File: src/sv/quadrature_channel_health_monitor_unit_macros.svh
// ----------------------------------------------------------------------------
// Quadrature channel health monitor assertion macros
// Shared concurrent assertion forms, clocked on i_clk and held off in reset.
// ----------------------------------------------------------------------------
`ifndef QUADRATURE_CHANNEL_HEALTH_MONITOR_UNIT_MACROS_SVH
`define QUADRATURE_CHANNEL_HEALTH_MONITOR_UNIT_MACROS_SVH

// Check that the consequent holds in the cycle after the antecedent
`define QCHM_ASSERT_NEXT(lbl, ante, cons) \
    lbl: assert property (@(posedge i_clk) disable iff (!i_rst_n) (ante) |=> (cons)) \
        else $error("qchm: next-cycle check failed");

// Check that an expression holds at every edge
`define QCHM_ASSERT_ALWAYS(lbl, expr) \
    lbl: assert property (@(posedge i_clk) disable iff (!i_rst_n) (expr)) \
        else $error("qchm: invariant check failed");

`endif

File: src/sv/qchm_pkg.sv
// ----------------------------------------------------------------------------
// qchm_pkg
// Types and fixed constants of the quadrature channel health monitor.
// ----------------------------------------------------------------------------
package qchm_pkg;

    // Event kinds carried in the mode field
    localparam logic [1:0] MODE_SAMPLE = 2'd0;
    localparam logic [1:0] MODE_INDEX  = 2'd1;
    localparam logic [1:0] MODE_CLEAR  = 2'd2;

    // Reset value of the gap threshold register
    localparam logic [15:0] GAP_THR_RESET = 16'd250;

    // Level change pattern with both channels toggled
    localparam logic [1:0] BOTH_CHANGED = 2'b11;

    // Level seen masks
    localparam logic [1:0] SEEN_LOW  = 2'b01;
    localparam logic [1:0] SEEN_HIGH = 2'b10;
    localparam logic [1:0] SEEN_BOTH = 2'b11;

    // One input item
    typedef struct packed {
        logic [1:0]  mode;
        logic [31:0] time_us;
        logic        chan_a;
        logic        chan_b;
        logic [15:0] count_value;
    } t_item;

    // Handshake between the input register and the core
    typedef struct packed {
        logic valid;
        logic adv;
    } t_link;

endpackage

File: src/sv/qchm_in_reg.sv
// ----------------------------------------------------------------------------
// qchm_in_reg
// Input register: holds one item until the core takes it.
// ----------------------------------------------------------------------------
module qchm_in_reg (
    input  logic            i_clk,
    input  logic            i_rst_n,
    input  logic            i_valid,
    output logic            o_ready,
    input  qchm_pkg::t_item i_item,
    input  logic            i_adv,
    output qchm_pkg::t_item o_item,
    output logic            o_valid
);

    logic            r_valid;
    logic            n_valid;
    qchm_pkg::t_item r_item;

    // Take a new item when empty or when the held item moves on
    assign o_ready = !r_valid || i_adv;
    assign n_valid = (i_valid && o_ready) || (r_valid && !i_adv);

    always_ff @(posedge i_clk) begin
        if (!i_rst_n) begin
            r_valid <= 1'b0;
        end else begin
            r_valid <= n_valid;
        end
    end

    // Capture payload on accept
    always_ff @(posedge i_clk) begin
        if (i_valid && o_ready) begin
            r_item <= i_item;
        end
    end

    assign o_item  = r_item;
    assign o_valid = r_valid;

endmodule

File: src/sv/qchm_core.sv
// ----------------------------------------------------------------------------
// qchm_core
// Health state update and result register: the state after each item is
// the result shown on the output.
// ----------------------------------------------------------------------------
`include "quadrature_channel_health_monitor_unit_macros.svh"

module qchm_core #(
    parameter int COUNTER_BITS = 16
) (
    input  logic            i_clk,
    input  logic            i_rst_n,
    input  logic            i_cfg_valid,
    input  logic [15:0]     i_cfg_data,
    input  qchm_pkg::t_item i_item,
    input  logic            i_item_valid,
    output qchm_pkg::t_link o_link,
    input  logic            i_ready,
    output logic            o_valid,
    output logic [1:0]      o_a_seen,
    output logic [1:0]      o_b_seen,
    output logic [31:0]     o_illegal,
    output logic [31:0]     o_skipped,
    output logic [31:0]     o_max_gap,
    output logic [31:0]     o_index,
    output logic [15:0]     o_span
);

    // Index counter width kept in storage
    localparam int LAST_W = (COUNTER_BITS < 16) ? COUNTER_BITS : 16;

    logic              r_out_valid;
    logic [15:0]       r_thr;
    logic [31:0]       r_prev_time;
    logic              r_time_known;
    logic [31:0]       r_max_gap;
    logic [1:0]        r_seen_a;
    logic [1:0]        r_seen_b;
    logic [1:0]        r_prev_lv;
    logic              r_prev_lv_ok;
    logic [31:0]       r_illegal;
    logic [31:0]       r_skipped;
    logic [31:0]       r_index;
    logic              r_first_pend;
    logic [LAST_W-1:0] r_last_cnt;
    logic [15:0]       r_span;

    logic              n_out_valid;
    logic [31:0]       n_prev_time;
    logic              n_time_known;
    logic [31:0]       n_max_gap;
    logic [1:0]        n_seen_a;
    logic [1:0]        n_seen_b;
    logic [1:0]        n_prev_lv;
    logic              n_prev_lv_ok;
    logic [31:0]       n_illegal;
    logic [31:0]       n_skipped;
    logic [31:0]       n_index;
    logic              n_first_pend;
    logic [LAST_W-1:0] n_last_cnt;
    logic [15:0]       n_span;

    logic              adv;
    logic [31:0]       gap;
    logic [1:0]        lv;
    logic              dbl;
    logic              gap_ok;
    logic [LAST_W-1:0] cnt;
    logic [LAST_W-1:0] diff;

    // Move the held item into the result when the output is free
    assign adv = i_item_valid && (!r_out_valid || i_ready);
    assign o_link.valid = r_out_valid;
    assign o_link.adv   = adv;

    // Sample arithmetic
    assign gap    = i_item.time_us - r_prev_time;
    assign gap_ok = (gap <= {16'd0, r_thr});
    assign lv     = {i_item.chan_a, i_item.chan_b};
    assign dbl    = r_time_known && r_prev_lv_ok &&
                    ((lv ^ r_prev_lv) == qchm_pkg::BOTH_CHANGED);

    // Index arithmetic, modulo the counter width
    assign cnt  = i_item.count_value[LAST_W-1:0];
    assign diff = cnt - r_last_cnt;

    // Next state for the item in the input register
    always_comb begin
        n_prev_time  = r_prev_time;
        n_time_known = r_time_known;
        n_max_gap    = r_max_gap;
        n_seen_a     = r_seen_a;
        n_seen_b     = r_seen_b;
        n_prev_lv    = r_prev_lv;
        n_prev_lv_ok = r_prev_lv_ok;
        n_illegal    = r_illegal;
        n_skipped    = r_skipped;
        n_index      = r_index;
        n_first_pend = r_first_pend;
        n_last_cnt   = r_last_cnt;
        n_span       = r_span;
        case (i_item.mode)
            qchm_pkg::MODE_SAMPLE: begin
                if (r_time_known && (gap > r_max_gap)) begin
                    n_max_gap = gap;
                end
                n_prev_time  = i_item.time_us;
                n_seen_a     = r_seen_a | (i_item.chan_a ? qchm_pkg::SEEN_HIGH
                                                         : qchm_pkg::SEEN_LOW);
                n_seen_b     = r_seen_b | (i_item.chan_b ? qchm_pkg::SEEN_HIGH
                                                         : qchm_pkg::SEEN_LOW);
                if (dbl && gap_ok) begin
                    n_illegal = r_illegal + 32'd1;
                end
                if (dbl && !gap_ok) begin
                    n_skipped = r_skipped + 32'd1;
                end
                n_time_known = 1'b1;
                n_prev_lv    = lv;
                n_prev_lv_ok = 1'b1;
            end
            qchm_pkg::MODE_INDEX: begin
                if (!r_first_pend) begin
                    n_span = 16'(diff);
                end
                n_first_pend = 1'b0;
                n_last_cnt   = cnt;
                n_index      = r_index + 32'd1;
            end
            qchm_pkg::MODE_CLEAR: begin
                n_seen_a     = 2'b00;
                n_seen_b     = 2'b00;
                n_prev_lv_ok = 1'b0;
                n_illegal    = 32'd0;
                n_skipped    = 32'd0;
                n_max_gap    = 32'd0;
                n_index      = 32'd0;
                n_span       = 16'd0;
                n_first_pend = 1'b1;
            end
            default: begin
                // undefined mode: report the state unchanged
            end
        endcase
    end

    // Result valid: set on advance, drop when taken
    assign n_out_valid = adv || (r_out_valid && !i_ready);

    // Hold state; update it only when an item advances (the threshold on a config write)
    always_ff @(posedge i_clk) begin
        if (!i_rst_n) begin
            r_out_valid  <= 1'b0;
            r_thr        <= qchm_pkg::GAP_THR_RESET;
            r_prev_time  <= 32'd0;
            r_time_known <= 1'b0;
            r_max_gap    <= 32'd0;
            r_seen_a     <= 2'b00;
            r_seen_b     <= 2'b00;
            r_prev_lv    <= 2'b00;
            r_prev_lv_ok <= 1'b0;
            r_illegal    <= 32'd0;
            r_skipped    <= 32'd0;
            r_index      <= 32'd0;
            r_first_pend <= 1'b1;
            r_last_cnt   <= '0;
            r_span       <= 16'd0;
        end else begin
            r_out_valid <= n_out_valid;
            if (i_cfg_valid) begin
                r_thr <= i_cfg_data;
            end
            if (adv) begin
                r_prev_time  <= n_prev_time;
                r_time_known <= n_time_known;
                r_max_gap    <= n_max_gap;
                r_seen_a     <= n_seen_a;
                r_seen_b     <= n_seen_b;
                r_prev_lv    <= n_prev_lv;
                r_prev_lv_ok <= n_prev_lv_ok;
                r_illegal    <= n_illegal;
                r_skipped    <= n_skipped;
                r_index      <= n_index;
                r_first_pend <= n_first_pend;
                r_last_cnt   <= n_last_cnt;
                r_span       <= n_span;
            end
        end
    end

    assign o_valid   = r_out_valid;
    assign o_a_seen  = r_seen_a;
    assign o_b_seen  = r_seen_b;
    assign o_illegal = r_illegal;
    assign o_skipped = r_skipped;
    assign o_max_gap = r_max_gap;
    assign o_index   = r_index;
    assign o_span    = r_span;

    // A clear leaves every count at zero
    `QCHM_ASSERT_NEXT(a_clear_zero, adv && (i_item.mode == qchm_pkg::MODE_CLEAR), (r_illegal == 32'd0) && (r_skipped == 32'd0) && (r_index == 32'd0) && (r_max_gap == 32'd0))
    // One double change counts as illegal or skipped, never both
    `QCHM_ASSERT_NEXT(a_one_class, adv && (i_item.mode != qchm_pkg::MODE_CLEAR), $stable(r_illegal) || $stable(r_skipped))
    // The largest gap only grows between clears
    `QCHM_ASSERT_NEXT(a_gap_grows, adv && (i_item.mode != qchm_pkg::MODE_CLEAR), r_max_gap >= $past(r_max_gap))
    // No state moves without an item
    `QCHM_ASSERT_NEXT(a_hold_idle, !adv, $stable(r_index) && $stable(r_illegal) && $stable(r_seen_a))
    // Span stays zero until a first index pulse is recorded
    `QCHM_ASSERT_ALWAYS(a_span_first, !r_first_pend || (r_span == 16'd0))

endmodule

File: src/sv/quadrature_channel_health_monitor_unit.sv
// ----------------------------------------------------------------------------
// quadrature_channel_health_monitor_unit
// Quadrature encoder channel health monitor: level coverage per channel,
// double-change counts, largest sample gap and index pulse span.
// ----------------------------------------------------------------------------
//  channel  | direction | handshake                 | payload
//  ---------+-----------+---------------------------+-------------------------
//  input    | in        | i_valid / o_ready         | mode, time, A/B, count
//  result   | out       | o_valid / i_ready         | health, counts, gap, span
//  config   | in        | i_cfg_valid / o_cfg_ready | gap threshold (16 bit)
//
//  One item per cycle sustained while the output is not stalled; a result is
//  valid once its item has been accepted: the item is held in the input
//  register, and its state update lands in the state/result register.
//  The result stage holds the state after its item, so a stalled output
//  backs up into the input register and then into o_ready.
//  Reset is synchronous, active low; no clearing pass, ready right after.
//  The config port is always ready; writes only while idle are up to the user.
// ----------------------------------------------------------------------------
module quadrature_channel_health_monitor_unit #(
    parameter int COUNTER_BITS = 16
) (
    input  logic        i_clk,
    input  logic        i_rst_n,
    input  logic        i_cfg_valid,
    output logic        o_cfg_ready,
    input  logic [15:0] i_cfg_data,
    input  logic        i_valid,
    output logic        o_ready,
    input  logic [1:0]  i_mode,
    input  logic [31:0] i_time_us,
    input  logic        i_chan_a,
    input  logic        i_chan_b,
    input  logic [15:0] i_count_value,
    output logic        o_valid,
    input  logic        i_ready,
    output logic        o_a_healthy,
    output logic        o_b_healthy,
    output logic [1:0]  o_a_levels_seen,
    output logic [1:0]  o_b_levels_seen,
    output logic [31:0] o_illegal_total,
    output logic [31:0] o_skipped_total,
    output logic [31:0] o_largest_gap_us,
    output logic [31:0] o_index_total,
    output logic signed [15:0] o_index_span
);

    qchm_pkg::t_item in_item;
    qchm_pkg::t_item held_item;
    qchm_pkg::t_link link;
    logic            held_valid;
    logic [15:0]     span;

    // Gather the input fields into one item
    assign in_item.mode        = i_mode;
    assign in_item.time_us     = i_time_us;
    assign in_item.chan_a      = i_chan_a;
    assign in_item.chan_b      = i_chan_b;
    assign in_item.count_value = i_count_value;

    assign o_cfg_ready = 1'b1;

    qchm_in_reg u_in_reg (
        .i_clk   (i_clk),
        .i_rst_n (i_rst_n),
        .i_valid (i_valid),
        .o_ready (o_ready),
        .i_item  (in_item),
        .i_adv   (link.adv),
        .o_item  (held_item),
        .o_valid (held_valid)
    );

    qchm_core #(
        .COUNTER_BITS (COUNTER_BITS)
    ) u_core (
        .i_clk        (i_clk),
        .i_rst_n      (i_rst_n),
        .i_cfg_valid  (i_cfg_valid),
        .i_cfg_data   (i_cfg_data),
        .i_item       (held_item),
        .i_item_valid (held_valid),
        .o_link       (link),
        .i_ready      (i_ready),
        .o_valid      (o_valid),
        .o_a_seen     (o_a_levels_seen),
        .o_b_seen     (o_b_levels_seen),
        .o_illegal    (o_illegal_total),
        .o_skipped    (o_skipped_total),
        .o_max_gap    (o_largest_gap_us),
        .o_index      (o_index_total),
        .o_span       (span)
    );

    // Healthy once both levels were seen
    assign o_a_healthy  = (o_a_levels_seen == qchm_pkg::SEEN_BOTH);
    assign o_b_healthy  = (o_b_levels_seen == qchm_pkg::SEEN_BOTH);
    assign o_index_span = signed'(span);

endmodule
File: config.mk
export PLATFORM = sky130hd
export DESIGN_NAME = quadrature_channel_health_monitor_unit
export DESIGN_NICKNAME = d
export VERILOG_FILES = /design/src/sv/qchm_pkg.sv /design/src/sv/qchm_in_reg.sv /design/src/sv/qchm_core.sv /design/src/sv/quadrature_channel_health_monitor_unit.sv
export VERILOG_INCLUDE_DIRS = /design/src /design/src/sv
export SDC_FILE = /design/constraint.sdc
export NUM_CORES = 1
export LEC_CHECK = 0
export CORE_AREA = 2 2 168 170
export DETAILED_ROUTE_END_ITERATION = 10
export DIE_AREA = 0 0 170 172
export DONT_BUFFER_PORTS = 1
export PLACE_DENSITY = 0.74
export SLEW_MARGIN = 15
export SYNTH_ARGS = -nofsm -noshare
export SYNTH_HDL_FRONTEND = slang
export SYNTH_SLANG_ARGS = --single-unit
File: constraint.sdc
create_clock -name i_clk -period 4.4 [get_ports i_clk]
set_clock_uncertainty 0.1 [all_clocks]
set_input_delay 0.22 -clock i_clk [delete_from_list [all_inputs] [get_ports i_clk]]
set_output_delay 0.22 -clock i_clk [all_outputs]
set_load 0.01 [all_outputs]
== After elaboration in Yosys (flattened, before gate mapping) ==
Index checks and enable logic that the tools add are counted.
Cells by class
  $add $sub $neg: 5
  order comparisons: 2
  eq/ne operators: 9
  muxes and demuxes: 15
  bitwise operators: 3
  reduce and logical (&&, ||, !) cells: 29
Operators with widths (count)
  case mux 32 bit (2 select lines): 4
  adder 32 x 1 -> 32 bit, second input constant: 3
  2-to-1 mux 32 bit: 3
  greater-than comparator 32 bit: 1
  less-or-equal comparator 32 x 16 -> 1 bit: 1
  case mux 16 bit (2 select lines): 1
  subtractor 32 bit: 1
  2-to-1 mux 16 bit: 1
  subtractor 16 bit: 1
  AND reduction 3 bit: 4
  logical AND 1 bit: 9
  equality test 2 bit, second input constant: 4
  case mux 2 bit (2 select lines): 2
  AND reduction 2 bit: 4
  != test 2 x 1 -> 1 bit, second input constant: 3
  zero test 1 bit: 5
  logical OR 1 bit: 4
  2-to-1 mux 2 bit: 2
  bitwise OR 2 bit: 2
  case mux 1 bit (2 select lines): 2
  nonzero test 2 bit: 2
  equality test 2 x 1 -> 1 bit, second input constant: 1
  zero test 2 bit: 1
  != test 2 bit, second input constant: 1
  bitwise XOR 2 bit: 1
Storage, ports and cells
  register bits: 271
  output and inout bits: 153

== Logic depth before layout (Yosys ltp) ==
  depth after elaboration: 6
  mapped depth: 25
  gate-level depth less buffers: 22

== Cells and area by module ==
A second synthesis with hierarchy kept.
Second synthesis, totals
  cells, all modules: 1627
  area, all modules: 14453.9 um^2
By module, submodules not included
  qchm_core: instances 1, cells each 1566, area an instance 12811.0 um^2, seq. area each 4364.2 um^2
  qchm_in_reg: instances 1, cells each 57, area an instance 1619.1 um^2, seq. area each 1581.5 um^2
  quadrature_channel_health_monitor_unit: instances 1, cells each 4, area an instance 23.8 um^2, seq. area each 0.0 um^2

== Least setup slack after synthesis ==
OpenSTA, ideal clock, no wires.
  kind: reg2reg
  start point: reg u_in_reg.r_item (netlist bit u_in_reg.o_item[18])
  end point: reg u_core.r_max_gap[22], in the netlist u_core.o_max_gap[22]
  setup time: 0.128 ns
  arrival: 4.548 ns
  path slack: -0.376 ns
  cell stages (with the launch flop): 25
  period minus slack after synthesis: 4.776 ns
  cell sequence: edfxtp_1 -> inv_1 -> ha_1 -> inv_1 -> fa_1 -> a211oi_1 -> o21ai_2 -> or3b_1 -> buf_2 -> a21oi_2 -> o21a_1 -> xnor2_1 -> ha_1 -> a21o_1 -> a21o_1 -> a21o_1 -> a21o_1 -> a21oi_1 -> nor2b_1 -> a311o_1 -> o221a_2 -> clkbuf_1 -> buf_1 -> nand3_1 -> o21ai_0
On the way
  word-level cells in the longest chain between the ends: 5
  elaborated cells between the ends (all ways): 7
Ends and longest elaborated chain
  start: declaration: RTL line qchm_in_reg.sv:18  | qchm_pkg::t_item r_item;
  start signal: assignment: RTL line qchm_in_reg.sv:35  | r_item <= i_item;
  subtractor 32 bit *: RTL line qchm_core.sv:77  | assign gap = i_item.time_us - r_prev_time;
  greater-than comparator 32 bit: RTL line qchm_core.sv:104  | if (r_time_known && (gap > r_max_gap)) begin
  logical AND 1 bit: RTL line qchm_core.sv:104
  != test 2 x 1 -> 1 bit (no line)
  AND reduction 3 bit (no line)
  end signal: assignment: RTL line qchm_core.sv:176  | r_max_gap <= n_max_gap;
  end: declaration: RTL line qchm_core.sv:36  | logic [31:0] r_max_gap;
Every way passes the cells marked *; elsewhere a longest branch is shown, timed or not. The select of a mux whose other input is x is not followed.
A chain may end at the register's enable or synchronous reset.

== Worst setup path in the final report ==
  start point: reg u_in_reg.r_item (netlist bit u_in_reg.o_item[20])
  end point: reg u_core.r_illegal[6], in the netlist u_core.o_illegal[6]
On the way
  word-level cells in the longest chain between the ends: 5
Ends and longest elaborated chain
  subtractor 32 bit: RTL line qchm_core.sv:77
  less-or-equal comparator 32 x 16 -> 1 bit: RTL line qchm_core.sv:78  | assign gap_ok = (gap <= {16'd0, r_thr});
  logical AND 1 bit: RTL line qchm_core.sv:112  | if (dbl && gap_ok) begin
  != test 2 x 1 -> 1 bit (no line)
  AND reduction 3 bit (no line)
  end signal: assignment: RTL line qchm_core.sv:181  | r_illegal <= n_illegal;
  end: declaration: RTL line qchm_core.sv:41  | logic [31:0] r_illegal;
Every way passes these cells.

==> metrics list <==
- The flow ran to the end, but the final reports show violations.
- The final reports fail on negative setup slack.
- Setup-failing EPs final: 96
* Reg2reg setup slack: -0.42 ns
- Count of final hold-check violations: 0
* Unrepaired setup endpoints after global routing: yes
- The later pin in the worst-skew pair is clocked with a latency of 0.57 ns.
- The synthesized design spends more area on one cell type than any other, namely sky130_fd_sc_hd__dfxtp_1.
* Most repeated library cell on the critical path: sky130_fd_sc_hd__buf_4
- Global-route wire length before repair: 62.8 mm
* Worst setup EP type: register
- Y dimension of the die: 172 um
* Power Density: 335 mW/mm^2
- Final wirelength: 41.0 mm
* Synth Area in Compound Gates: 0.187
- Of the total synthesized cell area, the portion taken by full adders, half adders and majority gates is 0.0861.
- The largest individual stage delay along the critical path comes from the cell sky130_fd_sc_hd__or4_4.
- Of the total synthesized cell area, the portion taken by AND, OR, NAND and NOR gates is 0.219.
* Leading register cell type out of synthesis: sky130_fd_sc_hd__dfxtp_1
- Top-count cell post-synth: sky130_fd_sc_hd__nand2_1
* Area overhead of the layout relative to synthesis: 28.4%
- Across the run, the number of max-cap violations was 0.
- FMAX: 207 MHz
* PnR worst setup slack: -0.425 ns
* Net count after synthesis: 1,902
- Routed Antenna Nets: 0
* Non-filler instance count after layout: 2,281
- Fraction of final layout cells with drive strength greater than 1: 0.181
* Clock tree from TritonCTS: yes
* Reg2reg start: u_in_reg.o_item[20]
* Number of filler cells placed in the layout: 2,043
* CP Data Required Time: 4.75 ns
- Initial antenna violation count: 0
* Synth Area in XOR/XNOR: 0.0437
- #FFs+latches synth: 271
- EDFF count, synth: 52
- After routing the design area is 0.0191 mm^2.
- Worst-case hold path end point: u_core.r_thr[4]
* Number of cells on the worst hold path: 2
- The first routing iteration left 998 violations.
- The count of pins over their slew limit came to 0.
- In this run the core area contains 61 standard-cell rows.
* Startpoint types: register
- The number of cells on the worst reg-to-reg path is 22.
- The clock net in this run drives a total of 271 sinks.
- Max VDD drop: 0.000331 V
- Summed over all cells, the static leakage comes to 6.86 nW.
* Boundary pin count: 226
- The root buffer cell chosen for the clock tree is sky130_fd_sc_hd__clkbuf_16.
* Remaining routing DRC violations: 0
- At the end of the flow the core is filled with cells to 0.694.
- Average footprint of a synthesized cell: 8.59 um^2
* Gpl congestion: 0.942
- Across every metal layer, demand over resource in global routing totals 0.261.
- Cell area after placement: 0.0160 mm^2
* Initial Util: 0.540
- Synthesis produced a netlist whose cell count is 1,728.
- Post-DR wirelength/cell: 18.0 um
* Input/output buffers: 0
* Async S/R FF share, synth: 0
* Worst r2r dst: u_core.o_illegal[6]
* Shortest period the worst path allows: 4.82 ns
- On the critical path the largest part of the delay comes from compound AO/OA/AOI/OAI gates.
- After synthesis, the share of cell area in mux cells is 0.00944.
* Aggregate global routing overflow: 0
* Vias after detailed routing: 13,500
- Sorting the synthesized cells by how often they occur yields sky130_fd_sc_hd__nand2_1, sky130_fd_sc_hd__dfxtp_1, sky130_fd_sc_hd__inv_1.
- The min-delay analysis places its worst path in the category primary input to register.
* Critical path type: register to register
- Pre-Repair DR Iteration Count: 5
* Overall die area: 0.0292 mm^2
* Number of cells in the design after placement: 2,104
- Fraction of synthesized cell area taken by the top area cell type: 0.295
- Largest net degree at the start of global routing: 130
* # nets final: 2,085
- The longest clock path from root to sink contains 3 buffers.
- Max transition margin: 0.184
- Arrival time worst endpoint: 5.18 ns
* CP Buf/Inv Count: 10
* Distinct cell type count of the synthesized netlist: 83
- Largest fanout on the critical path: 12
* Cell area after synthesis: 0.0148 mm^2
* Number of buffers inserted during clock tree synthesis: 30
- DR vias/cell: 5.93
- Die span in x: 170 um
- Worst Hold Launch: i_rst_n
- The critical path goes through ha_4 > o211ai_1 > a21oi_2 > o211a_1 > or4_4 > o211ai_1 > buf_4 > buf_4 > buf_4 > buf_4 > buf_4 > buf_4 > buf_4 > o22ai_1 > a2111oi_2 > buf_4 > and4b_2 > buf_12 > a21oi_4 > buf_4 > o31ai_1 > a21oi_2.
* Post-route clock period utilization: 1.10
- Vias in the first global route: 12,600
- Delay of the slowest cell on the worst path: 0.49 ns
* Worst hold margin: 0.0307 ns
- Post-synthesis sequential area ratio: 0.400
- At the pin with the least slew margin, the transition time is 1.22 ns.
- Clock transition time at the flip-flop clock pins of the worst setup and hold paths: 0.06 ns
* Main combinational cell family by area after synthesis: simple AND/OR/NAND/NOR gates
- In this run the number of H-tree levels came out at 1.
- After synthesis, the cell types taking the most area are sky130_fd_sc_hd__dfxtp_1, sky130_fd_sc_hd__edfxtp_1, sky130_fd_sc_hd__ha_1.
* Total Negative Setup Slacks: -29.43 ns
* Post-DP HPWL: 26.7 mm
- During synthesis, Yosys emitted a total of 0 warnings.
- The floorplan step defined a core boundary enclosing 0.0275 mm^2.
## sequential cells by signal, summed over array words and instances, names as in the netlist
name and count:
u_core.r_first_pend 1, u_core.r_prev_lv_ok 1, u_core.o_b_seen 2, u_core.o_valid 1
u_core.o_a_seen 2, u_in_reg.o_valid 1, u_core.o_span 16, u_core.o_index 32
u_core.r_last_cnt 16, u_core.o_max_gap 32, u_core.r_prev_lv 2, u_core.o_illegal 32
u_in_reg.o_item 52, u_core.r_thr 16, u_core.r_time_known 1, u_core.r_prev_time 32
u_core.o_skipped 32
## cell families after synthesis
kind of cell,count (synthesis)
buffers and inverters,205
and+or+nand+nor,651
muxes,14
xor gates and xnor gates,74
other,1
DFF,271
adders and majority gates,101
AOI/OAI and AO/OA,411
## where the power goes
group	switching, mW	total (mW)	internal (mW)
Clock	1.04	2.72	1.67
Combinational	0.538	1.02	0.481
Sequential	0.0482	2.64	2.59
Total	1.63	6.38	4.75
## what timing repair did
| action | in CTS | in global routing |
|---|---|---|
| gates resized for setup | 36 | 95 |
| setup endpoints to repair | 96 | 96 |
| setup buffers | 24 | 11 |
| cloned | 5 | 8 |
| hold buffers | 72 | 1 |
| hold endpoints to repair | 237 | 31 |
| pin swaps | 16 | 82 |
## routing by layer
metal,share of wire,global-route usage
met5,0,0.00348
met4,0.034,0.0888
met2,0.47,0.440
met1,0.42,0.328
met3,0.076,0.0616
## stage by stage
step / worst slack (ns) / total power [mW]
after floorplan: 0.00952 / 3.23
after CTS: -0.259 / 6.34
after global placement: -0.243 / 3.48
final: -0.425 / 6.38
after global routing: -0.651 / 6.63
after detailed placement: -0.331 / 3.51
## worst reg2reg max path: cells and delay by family, from the launching register on
kind	cells	cell delay [ns]
buf+inv	10	1.29
flops	1	0.43
simple gates	2	0.77
fa+ha+maj	1	0.26
compound gates	9	1.86
## cell type report
| type | instances | area (um^2) | share of cell area |
|---|---|---|---|
| Multi-Input combinational cell | 1254 | 8840 | 0.464 |
| Sequential cell | 271 | 5950 | 0.312 |
| Timing Repair Buffer | 236 | 2310 | 0.121 |
| Clock buffer | 39 | 825 | 0.0433 |
| Inverter | 118 | 443 | 0.0232 |
| Tap cell | 346 | 433 | 0.0227 |
| Clock inverter | 16 | 262 | 0.0137 |
| Antenna cell | 1 | 2.50 | 0.000131 |
## placed cells by master, fill, tap and decap left out, types with 29 or more instances in the layout
cell type,count
sky130_fd_sc_hd__a21boi_0,51
sky130_fd_sc_hd__o31ai_1,30
sky130_fd_sc_hd__clkbuf_16,37
sky130_fd_sc_hd__edfxtp_1,52
sky130_fd_sc_hd__xor2_1,45
sky130_fd_sc_hd__inv_1,117
sky130_fd_sc_hd__buf_4,136
sky130_fd_sc_hd__ha_1,92
sky130_fd_sc_hd__nand3_2,29
sky130_fd_sc_hd__dlygate4sd3_1,72
sky130_fd_sc_hd__o21ai_1,30
sky130_fd_sc_hd__nand3_1,53
sky130_fd_sc_hd__nor2b_1,42
sky130_fd_sc_hd__or4_1,37
sky130_fd_sc_hd__nor2_1,92
sky130_fd_sc_hd__nand2_1,228
sky130_fd_sc_hd__dfxtp_1,219
sky130_fd_sc_hd__a21oi_1,92
## how the worst max path moves through the flow
stage,startpoint,to,slack (ns),cells past startpoint
after floorplan,u_in_reg.o_item[18],u_core.o_illegal[12],0.01,20
after global placement,u_in_reg.o_item[18],u_core.o_illegal[8],-0.24,21
after detailed placement,u_in_reg.o_item[18],u_core.o_illegal[10],-0.33,21
after CTS,u_in_reg.o_item[18],u_core.o_skipped[21],-0.26,23
after global routing,u_in_reg.o_item[18],u_core.o_illegal[6],-0.65,21
final,u_in_reg.o_item[20],u_core.o_illegal[6],-0.42,22
Note: power is estimated with default switching activity, not from simulation.
